--- config.mk ---
export PLATFORM = sky130hd
export DESIGN_NAME = expression_lexer
export DESIGN_NICKNAME = d
export VERILOG_FILES = /design/src/rtl/elx_pkg.sv /design/src/rtl/elx_fifo.sv /design/src/rtl/elx_front.sv /design/src/rtl/elx_back.sv /design/src/rtl/expression_lexer.sv
export SDC_FILE = /design/constraint.sdc
export NUM_CORES = 1
export LEC_CHECK = 0
export BUFFER_PORTS_ARGS = -buffer_cell sky130_fd_sc_hd__buf_2
export CAP_MARGIN = 20
export CORE_ASPECT_RATIO = 2
export CORE_MARGIN = 5
export CORE_UTILIZATION = 40
export DETAILED_ROUTE_END_ITERATION = 7
export SETUP_SLACK_MARGIN = 0.5
export SYNTH_ARGS = -nofsm -noshare
export SYNTH_HDL_FRONTEND = slang
export SYNTH_HIERARCHICAL = 1
export SYNTH_SLANG_ARGS = --single-unit
export TNS_END_PERCENT = 100
--- constraint.sdc ---
create_clock -name i_clk -period 9.25 [get_ports i_clk]
set_input_delay 0 -clock i_clk [delete_from_list [all_inputs] [get_ports i_clk]]
set_output_delay 0 -clock i_clk [all_outputs]
set_load 0.05 [all_outputs]
--- src/rtl/elx_pkg.sv ---
// ----------------------------------------------------------------------------
// elx_pkg
// Shared types and constants of the expression lexer: byte classes, scan
// modes, keyword prefix codes, token kinds and the queue entry formats.
// ----------------------------------------------------------------------------
package elx_pkg;

    localparam int POSITION_BITS_DEF = 16;
    localparam int MAX_TOKEN_LEN     = 255;
    localparam logic [7:0] LEN_CAP   = 8'((MAX_TOKEN_LEN < 255) ? MAX_TOKEN_LEN : 255);
    localparam int ITEM_Q_DEPTH      = 2;
    localparam int RES_Q_DEPTH       = 2;

    typedef enum logic [3:0] {
        C_BLANK, C_ZERO, C_LETTER, C_DIGIT, C_DOT,
        C_LT, C_GT, C_EQ, C_BANG, C_AMP, C_BAR,
        C_SINGLE, C_OTHER
    } t_cls;

    typedef enum logic [3:0] {
        CH_NONE, CH_I, CH_E, CH_R, CH_F, CH_L, CH_S, CH_T, CH_U, CH_N
    } t_kch;

    typedef enum logic [3:0] {
        M_IDLE, M_IDENT, M_INT, M_FRAC, M_LT, M_GT, M_EQ, M_BANG, M_AMP, M_BAR
    } t_mode;

    typedef enum logic [3:0] {
        KW_NONE, KW_I, KW_IF, KW_E, KW_EL, KW_ELS, KW_ELSE,
        KW_R, KW_RE, KW_RET, KW_RETU, KW_RETUR, KW_RETURN
    } t_kw;

    typedef enum logic [4:0] {
        K_ERROR, K_END, K_IDENT, K_NUMBER, K_IF, K_ELSE, K_RETURN,
        K_LE, K_GE, K_EQEQ, K_NE, K_ANDAND, K_OROR,
        K_LT, K_GT, K_ASSIGN, K_BANG, K_SEMI, K_COMMA, K_SLASH,
        K_MINUS, K_PLUS, K_STAR, K_LBRACE, K_RBRACE, K_LPAREN, K_RPAREN
    } t_kind;

    typedef struct packed {
        t_cls        cls;
        t_kch        kch;
        t_kind       skind;
        logic [15:0] pos;
    } t_item;

    typedef struct packed {
        t_kind       kind;
        logic [15:0] start;
        logic [7:0]  len;
    } t_tok;

    typedef struct packed {
        t_tok tok;
        logic last;
    } t_res;

endpackage

--- src/rtl/elx_fifo.sv ---
// ----------------------------------------------------------------------------
// elx_fifo
// Small register queue with first-word fall-through read.
// ----------------------------------------------------------------------------
module elx_fifo #(
    parameter int WIDTH = 8,
    parameter int DEPTH = 2
) (
    input  logic             i_clk,
    input  logic             i_rst_n,
    input  logic             i_wr,
    input  logic [WIDTH-1:0] i_wdata,
    input  logic             i_rd,
    output logic [WIDTH-1:0] o_rdata,
    output logic             o_full,
    output logic             o_empty
);

    localparam int PW = (DEPTH > 1) ? $clog2(DEPTH) : 1;
    localparam int CW = $clog2(DEPTH + 1);

    logic [WIDTH-1:0] r_mem [DEPTH];
    logic [PW-1:0]    r_wp, r_rp;
    logic [CW-1:0]    r_cnt;

    always_ff @(posedge i_clk) begin
        if (!i_rst_n) begin
            r_wp  <= '0;
            r_rp  <= '0;
            r_cnt <= '0;
        end else begin
            if (i_wr) begin
                r_wp <= (r_wp == PW'(DEPTH - 1)) ? '0 : r_wp + 1'b1;
            end
            if (i_rd) begin
                r_rp <= (r_rp == PW'(DEPTH - 1)) ? '0 : r_rp + 1'b1;
            end
            r_cnt <= r_cnt + CW'(i_wr) - CW'(i_rd);
        end
    end

    always_ff @(posedge i_clk) begin
        if (i_wr) begin
            r_mem[r_wp] <= i_wdata;
        end
    end

    assign o_rdata = r_mem[r_rp];
    assign o_full  = (r_cnt == CW'(DEPTH));
    assign o_empty = (r_cnt == '0);

endmodule

--- src/rtl/elx_front.sv ---
// ----------------------------------------------------------------------------
// elx_front
// Byte classifier and stream position counter.
// ----------------------------------------------------------------------------
module elx_front #(
    parameter int POSITION_BITS = elx_pkg::POSITION_BITS_DEF
) (
    input  logic          i_clk,
    input  logic          i_rst_n,
    input  logic [7:0]    i_text_byte,
    input  logic          i_take,
    output elx_pkg::t_item o_item
);
    import elx_pkg::*;

    logic [POSITION_BITS-1:0] r_pos;
    logic [15:0]              pos16;

    always_ff @(posedge i_clk) begin
        if (!i_rst_n) begin
            r_pos <= '0;
        end else if (i_take) begin
            if (i_text_byte == 8'h00) begin
                r_pos <= '0;
            end else if (r_pos != {POSITION_BITS{1'b1}}) begin
                r_pos <= r_pos + 1'b1;
            end
        end
    end

    generate
        if (POSITION_BITS > 16) begin : g_sat
            assign pos16 = (|r_pos[POSITION_BITS-1:16]) ? 16'hFFFF : r_pos[15:0];
        end else begin : g_ext
            assign pos16 = 16'(r_pos);
        end
    endgenerate

    always_comb begin
        o_item.pos   = pos16;
        o_item.kch   = CH_NONE;
        o_item.skind = K_ERROR;
        case (i_text_byte) inside
            8'h00:                               o_item.cls = C_ZERO;
            8'h09, 8'h0A, 8'h0B, 8'h0C, 8'h0D, 8'h20: o_item.cls = C_BLANK;
            [8'h41:8'h5A], [8'h61:8'h7A], 8'h5F: o_item.cls = C_LETTER;
            [8'h30:8'h39]:                       o_item.cls = C_DIGIT;
            8'h2E:                               o_item.cls = C_DOT;
            8'h3C:                               o_item.cls = C_LT;
            8'h3E:                               o_item.cls = C_GT;
            8'h3D:                               o_item.cls = C_EQ;
            8'h21:                               o_item.cls = C_BANG;
            8'h26:                               o_item.cls = C_AMP;
            8'h7C:                               o_item.cls = C_BAR;
            8'h3B, 8'h2C, 8'h2F, 8'h2D, 8'h2B, 8'h2A,
            8'h7B, 8'h7D, 8'h28, 8'h29:          o_item.cls = C_SINGLE;
            default:                             o_item.cls = C_OTHER;
        endcase
        case (i_text_byte)
            8'h69:   o_item.kch = CH_I;
            8'h65:   o_item.kch = CH_E;
            8'h72:   o_item.kch = CH_R;
            8'h66:   o_item.kch = CH_F;
            8'h6C:   o_item.kch = CH_L;
            8'h73:   o_item.kch = CH_S;
            8'h74:   o_item.kch = CH_T;
            8'h75:   o_item.kch = CH_U;
            8'h6E:   o_item.kch = CH_N;
            default: o_item.kch = CH_NONE;
        endcase
        case (i_text_byte)
            8'h3B:   o_item.skind = K_SEMI;
            8'h2C:   o_item.skind = K_COMMA;
            8'h2F:   o_item.skind = K_SLASH;
            8'h2D:   o_item.skind = K_MINUS;
            8'h2B:   o_item.skind = K_PLUS;
            8'h2A:   o_item.skind = K_STAR;
            8'h7B:   o_item.skind = K_LBRACE;
            8'h7D:   o_item.skind = K_RBRACE;
            8'h28:   o_item.skind = K_LPAREN;
            8'h29:   o_item.skind = K_RPAREN;
            default: o_item.skind = K_ERROR;
        endcase
    end

endmodule

--- src/rtl/elx_back.sv ---
// ----------------------------------------------------------------------------
// elx_back
// Token scanner: holds the pending token, closes it and emits up to two
// tokens per classified byte, one result transfer per cycle unless i_full.
// ----------------------------------------------------------------------------
module elx_back (
    input  logic           i_clk,
    input  logic           i_rst_n,
    input  logic           i_valid,
    input  elx_pkg::t_item i_item,
    output logic           o_pop,
    input  logic           i_full,
    output logic           o_push,
    output elx_pkg::t_res  o_res
);
    import elx_pkg::*;

    t_mode       r_mode, n_mode;
    t_kw         r_kw, n_kw;
    logic [15:0] r_pstart, n_pstart;
    logic [7:0]  r_plen, n_plen;
    logic        r_second, n_second;

    logic  consumed, op_mode, has_flush, has_new;
    t_kind two_kind, flush_kind;
    t_tok  tok_flush, tok_new;

    function automatic t_kw kw_step(input t_kw kw, input t_kch ch);
        t_kw nxt;
        nxt = KW_NONE;
        unique case (kw)
            KW_I:     if (ch == CH_F) nxt = KW_IF;
            KW_E:     if (ch == CH_L) nxt = KW_EL;
            KW_EL:    if (ch == CH_S) nxt = KW_ELS;
            KW_ELS:   if (ch == CH_E) nxt = KW_ELSE;
            KW_R:     if (ch == CH_E) nxt = KW_RE;
            KW_RE:    if (ch == CH_T) nxt = KW_RET;
            KW_RET:   if (ch == CH_U) nxt = KW_RETU;
            KW_RETU:  if (ch == CH_R) nxt = KW_RETUR;
            KW_RETUR: if (ch == CH_N) nxt = KW_RETURN;
            default:  nxt = KW_NONE;
        endcase
        return nxt;
    endfunction

    // token decode
    always_comb begin
        consumed   = 1'b0;
        op_mode    = 1'b0;
        two_kind   = K_ERROR;
        flush_kind = K_ERROR;
        unique case (r_mode)
            M_IDENT: begin
                consumed = (i_item.cls == C_LETTER) || (i_item.cls == C_DIGIT);
                unique case (r_kw)
                    KW_IF:     flush_kind = K_IF;
                    KW_ELSE:   flush_kind = K_ELSE;
                    KW_RETURN: flush_kind = K_RETURN;
                    default:   flush_kind = K_IDENT;
                endcase
            end
            M_INT: begin
                consumed   = (i_item.cls == C_DIGIT) || (i_item.cls == C_DOT);
                flush_kind = K_NUMBER;
            end
            M_FRAC: begin
                consumed   = (i_item.cls == C_DIGIT);
                flush_kind = K_NUMBER;
            end
            M_LT: begin
                op_mode = 1'b1; consumed = (i_item.cls == C_EQ);
                two_kind = K_LE; flush_kind = K_LT;
            end
            M_GT: begin
                op_mode = 1'b1; consumed = (i_item.cls == C_EQ);
                two_kind = K_GE; flush_kind = K_GT;
            end
            M_EQ: begin
                op_mode = 1'b1; consumed = (i_item.cls == C_EQ);
                two_kind = K_EQEQ; flush_kind = K_ASSIGN;
            end
            M_BANG: begin
                op_mode = 1'b1; consumed = (i_item.cls == C_EQ);
                two_kind = K_NE; flush_kind = K_BANG;
            end
            M_AMP: begin
                op_mode = 1'b1; consumed = (i_item.cls == C_AMP);
                two_kind = K_ANDAND; flush_kind = K_ERROR;
            end
            M_BAR: begin
                op_mode = 1'b1; consumed = (i_item.cls == C_BAR);
                two_kind = K_OROR; flush_kind = K_ERROR;
            end
            default: begin
                consumed = 1'b0;
            end
        endcase

        has_flush = !consumed && (r_mode != M_IDLE);
        tok_flush = '{kind: flush_kind, start: r_pstart, len: r_plen};
        has_new   = 1'b0;
        tok_new   = '{kind: K_ERROR, start: i_item.pos, len: 8'd1};
        if (consumed) begin
            if (op_mode) begin
                has_new = 1'b1;
                tok_new = '{kind: two_kind, start: r_pstart, len: 8'd2};
            end
        end else begin
            case (i_item.cls) inside
                C_ZERO: begin
                    has_new = 1'b1;
                    tok_new = '{kind: K_END, start: i_item.pos, len: 8'd0};
                end
                C_SINGLE: begin
                    has_new = 1'b1;
                    tok_new = '{kind: i_item.skind, start: i_item.pos, len: 8'd1};
                end
                C_DOT, C_OTHER: begin
                    has_new = 1'b1;
                end
                default: has_new = 1'b0;
            endcase
        end
    end

    // next scan state
    always_comb begin
        n_mode   = r_mode;
        n_kw     = r_kw;
        n_pstart = r_pstart;
        n_plen   = r_plen;
        if (!consumed) begin
            if (has_flush) begin
                n_mode = M_IDLE;
                n_kw   = KW_NONE;
                n_plen = '0;
            end
            unique case (i_item.cls)
                C_ZERO: begin
                    n_mode   = M_IDLE;
                    n_kw     = KW_NONE;
                    n_pstart = '0;
                    n_plen   = '0;
                end
                C_LETTER, C_DIGIT, C_LT, C_GT, C_EQ, C_BANG, C_AMP, C_BAR: begin
                    n_pstart = i_item.pos;
                    n_plen   = 8'd1;
                    n_kw     = KW_NONE;
                    unique case (i_item.cls)
                        C_LETTER: begin
                            n_mode = M_IDENT;
                            if (i_item.kch == CH_I)      n_kw = KW_I;
                            else if (i_item.kch == CH_E) n_kw = KW_E;
                            else if (i_item.kch == CH_R) n_kw = KW_R;
                        end
                        C_DIGIT: n_mode = M_INT;
                        C_LT:    n_mode = M_LT;
                        C_GT:    n_mode = M_GT;
                        C_EQ:    n_mode = M_EQ;
                        C_BANG:  n_mode = M_BANG;
                        C_AMP:   n_mode = M_AMP;
                        default: n_mode = M_BAR;
                    endcase
                end
                default: ;
            endcase
        end else if (op_mode) begin
            n_mode = M_IDLE;
            n_plen = '0;
        end else begin
            if (r_plen < LEN_CAP) n_plen = r_plen + 1'b1;
            if (r_mode == M_IDENT) n_kw = kw_step(r_kw, i_item.kch);
            if ((r_mode == M_INT) && (i_item.cls == C_DOT)) n_mode = M_FRAC;
        end
    end

    // result transfer and item release
    always_comb begin
        n_second = r_second;
        o_pop    = 1'b0;
        o_push   = 1'b0;
        o_res    = '{tok: tok_flush, last: 1'b0};
        if (i_valid) begin
            if (has_flush && has_new && !r_second) begin
                o_push = !i_full;
                if (o_push) n_second = 1'b1;
            end else if (!has_flush && !has_new) begin
                o_pop = 1'b1;
            end else begin
                o_res  = '{tok: (has_new ? tok_new : tok_flush), last: 1'b1};
                o_push = !i_full;
                o_pop  = o_push;
                if (o_pop) n_second = 1'b0;
            end
        end
    end

    always_ff @(posedge i_clk) begin
        if (!i_rst_n) begin
            r_mode   <= M_IDLE;
            r_kw     <= KW_NONE;
            r_pstart <= '0;
            r_plen   <= '0;
            r_second <= 1'b0;
        end else begin
            r_second <= n_second;
            if (o_pop) begin
                r_mode   <= n_mode;
                r_kw     <= n_kw;
                r_pstart <= n_pstart;
                r_plen   <= n_plen;
            end
        end
    end

endmodule

--- src/rtl/expression_lexer.sv ---
// ----------------------------------------------------------------------------
// expression_lexer
// Streaming scanner: one source byte per transfer in, tokens out.
// A token goes out through the item queue and then the result queue.
// Throughput: one byte per cycle while neither queue is full; a byte that
// both closes a token and yields one is held in the scanner for two writes,
// as the single result queue write port takes one token at a time.
// Reset: synchronous, active low; clears both queues, scan state and position.
// ----------------------------------------------------------------------------
module expression_lexer #(
    parameter int POSITION_BITS = elx_pkg::POSITION_BITS_DEF
) (
    input  logic        i_clk,
    input  logic        i_rst_n,
    input  logic [7:0]  i_text_byte,
    input  logic        push,
    output logic        full,
    output logic        empty,
    input  logic        pop,
    output logic [4:0]  o_token_kind,
    output logic [15:0] o_token_start,
    output logic [7:0]  o_token_length,
    output logic        o_last_of_run
);
    import elx_pkg::*;

    logic  take;
    t_item item_in, item_q;
    logic  q_empty, q_pop;
    logic  res_full, res_push;
    t_res  res_in, res_q;

    assign take = push && !full;

    elx_front #(
        .POSITION_BITS(POSITION_BITS)
    ) u_front (
        .i_clk      (i_clk),
        .i_rst_n    (i_rst_n),
        .i_text_byte(i_text_byte),
        .i_take     (take),
        .o_item     (item_in)
    );

    elx_fifo #(
        .WIDTH($bits(t_item)),
        .DEPTH(ITEM_Q_DEPTH)
    ) u_item_q (
        .i_clk  (i_clk),
        .i_rst_n(i_rst_n),
        .i_wr   (take),
        .i_wdata(item_in),
        .i_rd   (q_pop),
        .o_rdata(item_q),
        .o_full (full),
        .o_empty(q_empty)
    );

    elx_back u_back (
        .i_clk  (i_clk),
        .i_rst_n(i_rst_n),
        .i_valid(!q_empty),
        .i_item (item_q),
        .o_pop  (q_pop),
        .i_full (res_full),
        .o_push (res_push),
        .o_res  (res_in)
    );

    elx_fifo #(
        .WIDTH($bits(t_res)),
        .DEPTH(RES_Q_DEPTH)
    ) u_res_q (
        .i_clk  (i_clk),
        .i_rst_n(i_rst_n),
        .i_wr   (res_push),
        .i_wdata(res_in),
        .i_rd   (pop && !empty),
        .o_rdata(res_q),
        .o_full (res_full),
        .o_empty(empty)
    );

    assign o_token_kind   = res_q.tok.kind;
    assign o_token_start  = res_q.tok.start;
    assign o_token_length = res_q.tok.len;
    assign o_last_of_run  = res_q.last;

endmodule

# ---- Word-level counts from Yosys, hierarchy flattened
# Memories as Yosys holds them, arrays and structs flattened. A register that Yosys moved wholly into a read port is not among the register bits.
# Index checks and enable logic that the tools add are counted.
dict set report totals {
  ff_bits 57
  mem_bits_rw 118
  in_bits 12
  output_inout_bits 32
  elab_cells 243
  memories 2
}
# name words width rd rd_ports_with_merged_regs wr line
set memory_table {}
lappend memory_table {u_res_q.r_mem 2 30 1 1 1 elx_fifo.sv:22} ;# logic [WIDTH-1:0] r_mem [DEPTH];
lappend memory_table {u_item_q.r_mem 2 29 1 1 1 elx_fifo.sv:22}
dict set report classes {
  addsub 10
  magnitude_cmp 7
  eq_ne 83
  n_mux 86
  bitwise_logic 3
  n_reduce_logical 40
}
# cell count
set ops {}
lappend ops {{8-bit by 6-bit == test with 1-bit output, second input constant} 15}
lappend ops {{29-bit 2-to-1 mux} 4}
lappend ops {{8-bit by 7-bit == test with 1-bit output, second input constant} 13}
lappend ops {{4-bit 2-to-1 mux} 26}
lappend ops {{30-bit 2-to-1 mux} 3}
lappend ops {{4-bit case mux with 9 select lines} 2}
lappend ops {{4-bit by 3-bit == test with 1-bit output, second input constant} 16}
lappend ops {{4-bit == test, second input constant} 14}
lappend ops {{5-bit case mux with 10 select lines} 1}
lappend ops {{8-bit by 4-bit == test with 1-bit output, second input constant} 5}
lappend ops {{4-bit by 2-bit == test with 1-bit output, second input constant} 8}
lappend ops {{16-bit 2-to-1 mux} 2}
lappend ops {{8-bit 2-to-1 mux} 4}
lappend ops {{16-bit case mux with 2 select lines} 1}
lappend ops {{5-bit case mux with 6 select lines} 1}
lappend ops {{1-bit 2-to-1 mux} 28}
lappend ops {{28-bit 2-to-1 mux} 1}
lappend ops {{4-bit case mux with 7 select lines} 1}
lappend ops {{4-bit case mux with 6 select lines} 1}
lappend ops {{16-bit by 1-bit adder with 16-bit output, second input constant} 1}
lappend ops {{4-bit by 1-bit == test with 1-bit output, second input constant} 4}
lappend ops {{8-bit by 7-bit >= comparator with 1-bit output, second input constant} 2}
lappend ops {{8-bit by 7-bit <= comparator with 1-bit output, second input constant} 2}
lappend ops {{16-bit != test, second input constant} 1}
lappend ops {{34 further kinds} 73}

# ---- Logic depth before layout (Yosys ltp)
dict set report logic_depth {
  depth_word 14
  ltp_mapped 15
  ltp_nobuf 11
}

# ---- Modules after synthesis
# Netlist, hierarchy kept.
# mod instances cells_per_inst area_each_um2 seq_area_each_um2
set by_module_without_submodules {}
lappend by_module_without_submodules {elx_back 1 356 2736.4 660.6}
lappend by_module_without_submodules {{elx_fifo at u_res_q} 1 114 2398.6 1901.8}
lappend by_module_without_submodules {{elx_fifo at u_item_q} 1 111 2358.5 1841.8}
lappend by_module_without_submodules {elx_front 1 207 1470.2 320.3}
lappend by_module_without_submodules {expression_lexer 1 3 31.3 0.0}

# ---- Worst setup path before layout
# Ideal clock, no wire load.
dict set report synth_timing {
  kind {register -> register}
  start {register (tool-made name)}
  end {memory u_res_q/r_mem[0][0] in the netlist's numbering (enable)}
  setup_time_ns 0.422
  arrival_time_ns 3.655
  required_time_ns 8.828
  setup_slack_ns 5.174
  stages_incl_launch_ff 9
  path_buffers 2
  synth_period_minus_slack_ns 4.076
  cell_sequence {dfxtp_1 -> buf_6 -> mux2_2 -> buf_2 -> or3b_2 -> o21ai_0 -> nor2_1 -> nor4_1 -> nor2b_1}
}
# element line
set synth_lines {}
lappend synth_lines {{end: declaration} elx_fifo.sv:22}

==> summary.md <==
| Metric | Value |
|---|---|
| Most frequent cell after synthesis | `edfxtp_1` |
| RD Place Congestion | `0.842` |
| Core area | `22200 um2` |
| Max-cap violations | `0` |
| Synth warnings | `6` |
| Post-CTS Setup Inserts | `0` |
| Internal power | `1.80 mW` |
| WP buf/inv | `3` |
| Flop pwr share | `0.381` |
| Largest net degree at the start of global routing | `56` |
| Slowest cell delay on critical path | `0.78 ns` |
| Worst hold start | `pop` |
| Worst-path fanout max | `29` |
| Initial Utilization | `0.406` |
| I/O pins | `44` |
| Dpl hpwl | `13.1 mm` |
| Violation count after the first detailed-route iteration | `238` |
| Mapped Avg Cell Area | `11.4 um2` |
| Final setup fails | `0` |
| First drt pass iteration count | `5` |
| Switching Share | `0.377` |
| Ys async rst share | `0` |
| WS Path Type | `register to register` |
| Die W | `116 um` |
| GRT overflow | `0` |
| Final Cycle Share | `0.452` |
| R2R depth | `13` |
| Status | `completed` |
| Worst slew margin relative to its limit | `0.335` |
| Mapped Cells | `791` |
| Seq/Total Area, Yosys | `0.525` |
| CTS root buf | `clkbuf_16` |
| Share of layout cells above drive strength 1 | `0.225` |
| Clock Power Share | `0.241` |
| Fill cells | `2073` |
| Post-CTS sizing | `0` |
| Critical Path AT | `4.54 ns` |
| Synth top area cells | `edfxtp_1 39%, dfxtp_1 13%, mux2_2 8.5%, nand2_1 2.8%, nor2_1 2.3%` |
| Post-Syn Nets | `809` |
| CP Data Required Time | `9.61 ns` |
| Min Tclk post-route | `4.18 ns` |
| Finished Layout Cells | `1097` |
| Fmax achieved | `0.239 GHz` |
| CTS buffer count | `17` |
| CTS tree | `built` |
| P_sw | `1.09 mW` |
| Reg-to-reg endpoint | `u_item_q/r_cnt[1]` |
| Die ar. | `25800 um2` |
| Leak | `3.52 nW` |
| Initial antenna violation count | `0` |
| Vias in the first global route | `6194` |
| Htree depth | `4` |
| Worst Hold Depth | `4` |
| Clk sink count | `177` |
| Total number of vias | `6067` |
| Dominant cell type by area after synthesis | `edfxtp_1` |
| Detail Route Antenna Nets | `0` |
| Final Max Tran Viols | `0` |
| Min-Delay Path Class | `input pin to register` |
| Yosys top cell area share | `0.394` |
| Synth cell count leaders | `118 x edfxtp_1, 68 x mux2_2, 66 x nand2_1` |
| Clk_lat worst skew | `0.43 ns` |
| DR DRC count | `0` |
| Power Density | `292 nW/um2` |
| Synthesized cell area | `8990 um2` |
| VDD IR max | `0.194 mV` |
| # diodes | `0` |
| Fin. Hold Viols | `0` |
| Worst-path cell chain | `buf_4 > mux2_2 > nor2_1 > or4b_1 > o311a_1 > buf_4 > mux2i_1 > nor2_1 > ha_1 > inv_1 > ha_1 > xnor3_1 > nor2b_1` |
| Layout Nets | `826` |
| Layout Skew | `0.00622 ns` |
| Cell count after placement | `1065` |
| WL/cell | `16.8 um` |
| EDFF count, synth | `118` |
| I/O Buffers | `43` |
| Yosys cell types | `77` |
| Critical Path Start Type | `register` |
| CP delay by family, top | `multiplexers` |
| Site row count | `77` |
| DRT Wirelength | `18.4 mm` |
| Post-CTS Hold Fix Bufs | `0` |
| Worst Setup End Kind | `register` |
| Max clock buf depth | `2` |
| Setup_tns | `0 ns` |
| First-pass GRT wire length | `31.0 mm` |
| DR vias/cell | `5.53` |
| RSZ-0062 raised after global routing | `no` |
| Total global-route track usage | `0.151` |
| Die Y | `222 um` |
| Main flop type after synthesis | `edfxtp_1` |
| Synthesized flop and latch total | `177` |
| Clk slew on worst S/H paths | `0.06 ns` |
| Area grow syn2layout | `10.2%` |
| CP max stage cell | `mux2i_1` |
| R2R Setup Slk | `5.07 ns` |
| Fin Hold WS | `0.0567 ns` |
| Logic pwr share | `0.378` |
| Tightest Pin Transition | `0.969 ns` |
-- sequential cells by signal (all words and copies together), names as in the netlist, 2 cells and up, named ones only --
register         count
u_res_q/r_mem       60
u_item_q/r_mem      58
u_back/r_pstart     16
u_front/pos16       16
u_back/r_plen        8
u_back/r_kw          4
u_back/r_mode        4
u_item_q/r_cnt       2
u_res_q/r_cnt        2
-- cell usage in the layout (no fill, tap or decap), types with 10 or more instances in the layout --
| cell type | instances |
|---|---|
| nor2b_1 | 16 |
| buf_2 | 43 |
| mux2_4 | 10 |
| buf_4 | 10 |
| dfxtp_1 | 59 |
| mux2i_1 | 12 |
| a21oi_1 | 26 |
| nor3_1 | 13 |
| nand2b_1 | 10 |
| a21boi_0 | 13 |
| nand2_1 | 66 |
| and2_1 | 22 |
| nor2_1 | 56 |
| inv_1 | 10 |
| clkbuf_16 | 18 |
| nand3_1 | 34 |
| nand4_1 | 13 |
| xnor2_1 | 12 |
| mux2_2 | 68 |
| o21ai_0 | 23 |
| edfxtp_1 | 118 |
-- through the flow --
step                power [mW]   util  area [um2]  setup slack [ns]
floorplan                 2.00      -        8990              5.17
global placement          2.22  0.421        9320              5.13
detailed placement        2.22  0.421        9320              5.05
CTS                       2.93  0.447        9910              5.03
global route              3.06  0.447        9910              4.73
finish                    2.90  0.447        9910              5.07
-- power by group through the flow --
stage | clock, mW | combinational [mW] | sequential, mW
finish | 0.698 | 1.10 | 1.10
global route | 0.750 | 1.19 | 1.12
CTS | 0.720 | 1.11 | 1.10
global placement | 0 | 1.10 | 1.12
floorplan | 0 | 0.914 | 1.09
detailed placement | 0 | 1.10 | 1.12
-- worst min-delay path, stage by stage --
cell,delay [ns]
buf_2,0.07
nor2b_4,0.14
xor2_1,0.08
and2_1,0.15
-- logic make-up after synthesis --
| group | after synthesis | share of synthesized area |
|---|---|---|
| xor+xnor | 20 | 0.0225 |
| buf+inv | 65 | 0.0391 |
| mux | 90 | 0.115 |
| compound gates | 137 | 0.109 |
| simple gates | 296 | 0.181 |
| fa+ha+maj | 6 | 0.00835 |
| flops | 177 | 0.525 |
-- worst max-delay path by stage --
stage	start	to	slack, ns	cells past startpoint
after floorplan	register	u_res_q/r_mem[0][0]	5.17	8
after global placement	register	u_item_q/r_cnt[1]	5.13	13
after detailed placement	register	u_item_q/r_cnt[1]	5.05	13
after CTS	register	u_item_q/r_cnt[1]	5.03	13
after global routing	register	u_item_q/r_cnt[1]	4.73	13
final	register	u_item_q/r_cnt[1]	5.07	13
-- metal layers --
metal  wire [um]  global-route usage  up-vias  part of all wire
met2        9950               0.268      140              0.54
met5           0                   0        -                 0
met3         598              0.0320       37             0.032
met4         680              0.0821        0             0.037
met1        7190               0.162     2908              0.39
li1            -                   -     2982                 -
-- cell type report --
class,instances,area [um2],share of cell area
sequential,177,4720,0.477
inverter,10,37.5,0.00379
clock buffer,20,468,0.0472
multi-input combinational,549,3920,0.396
tap,276,345,0.0349
timing repair buffer,53,290,0.0293
clock inverter,12,119,0.0120
Note: power is estimated with default switching activity, not from simulation.
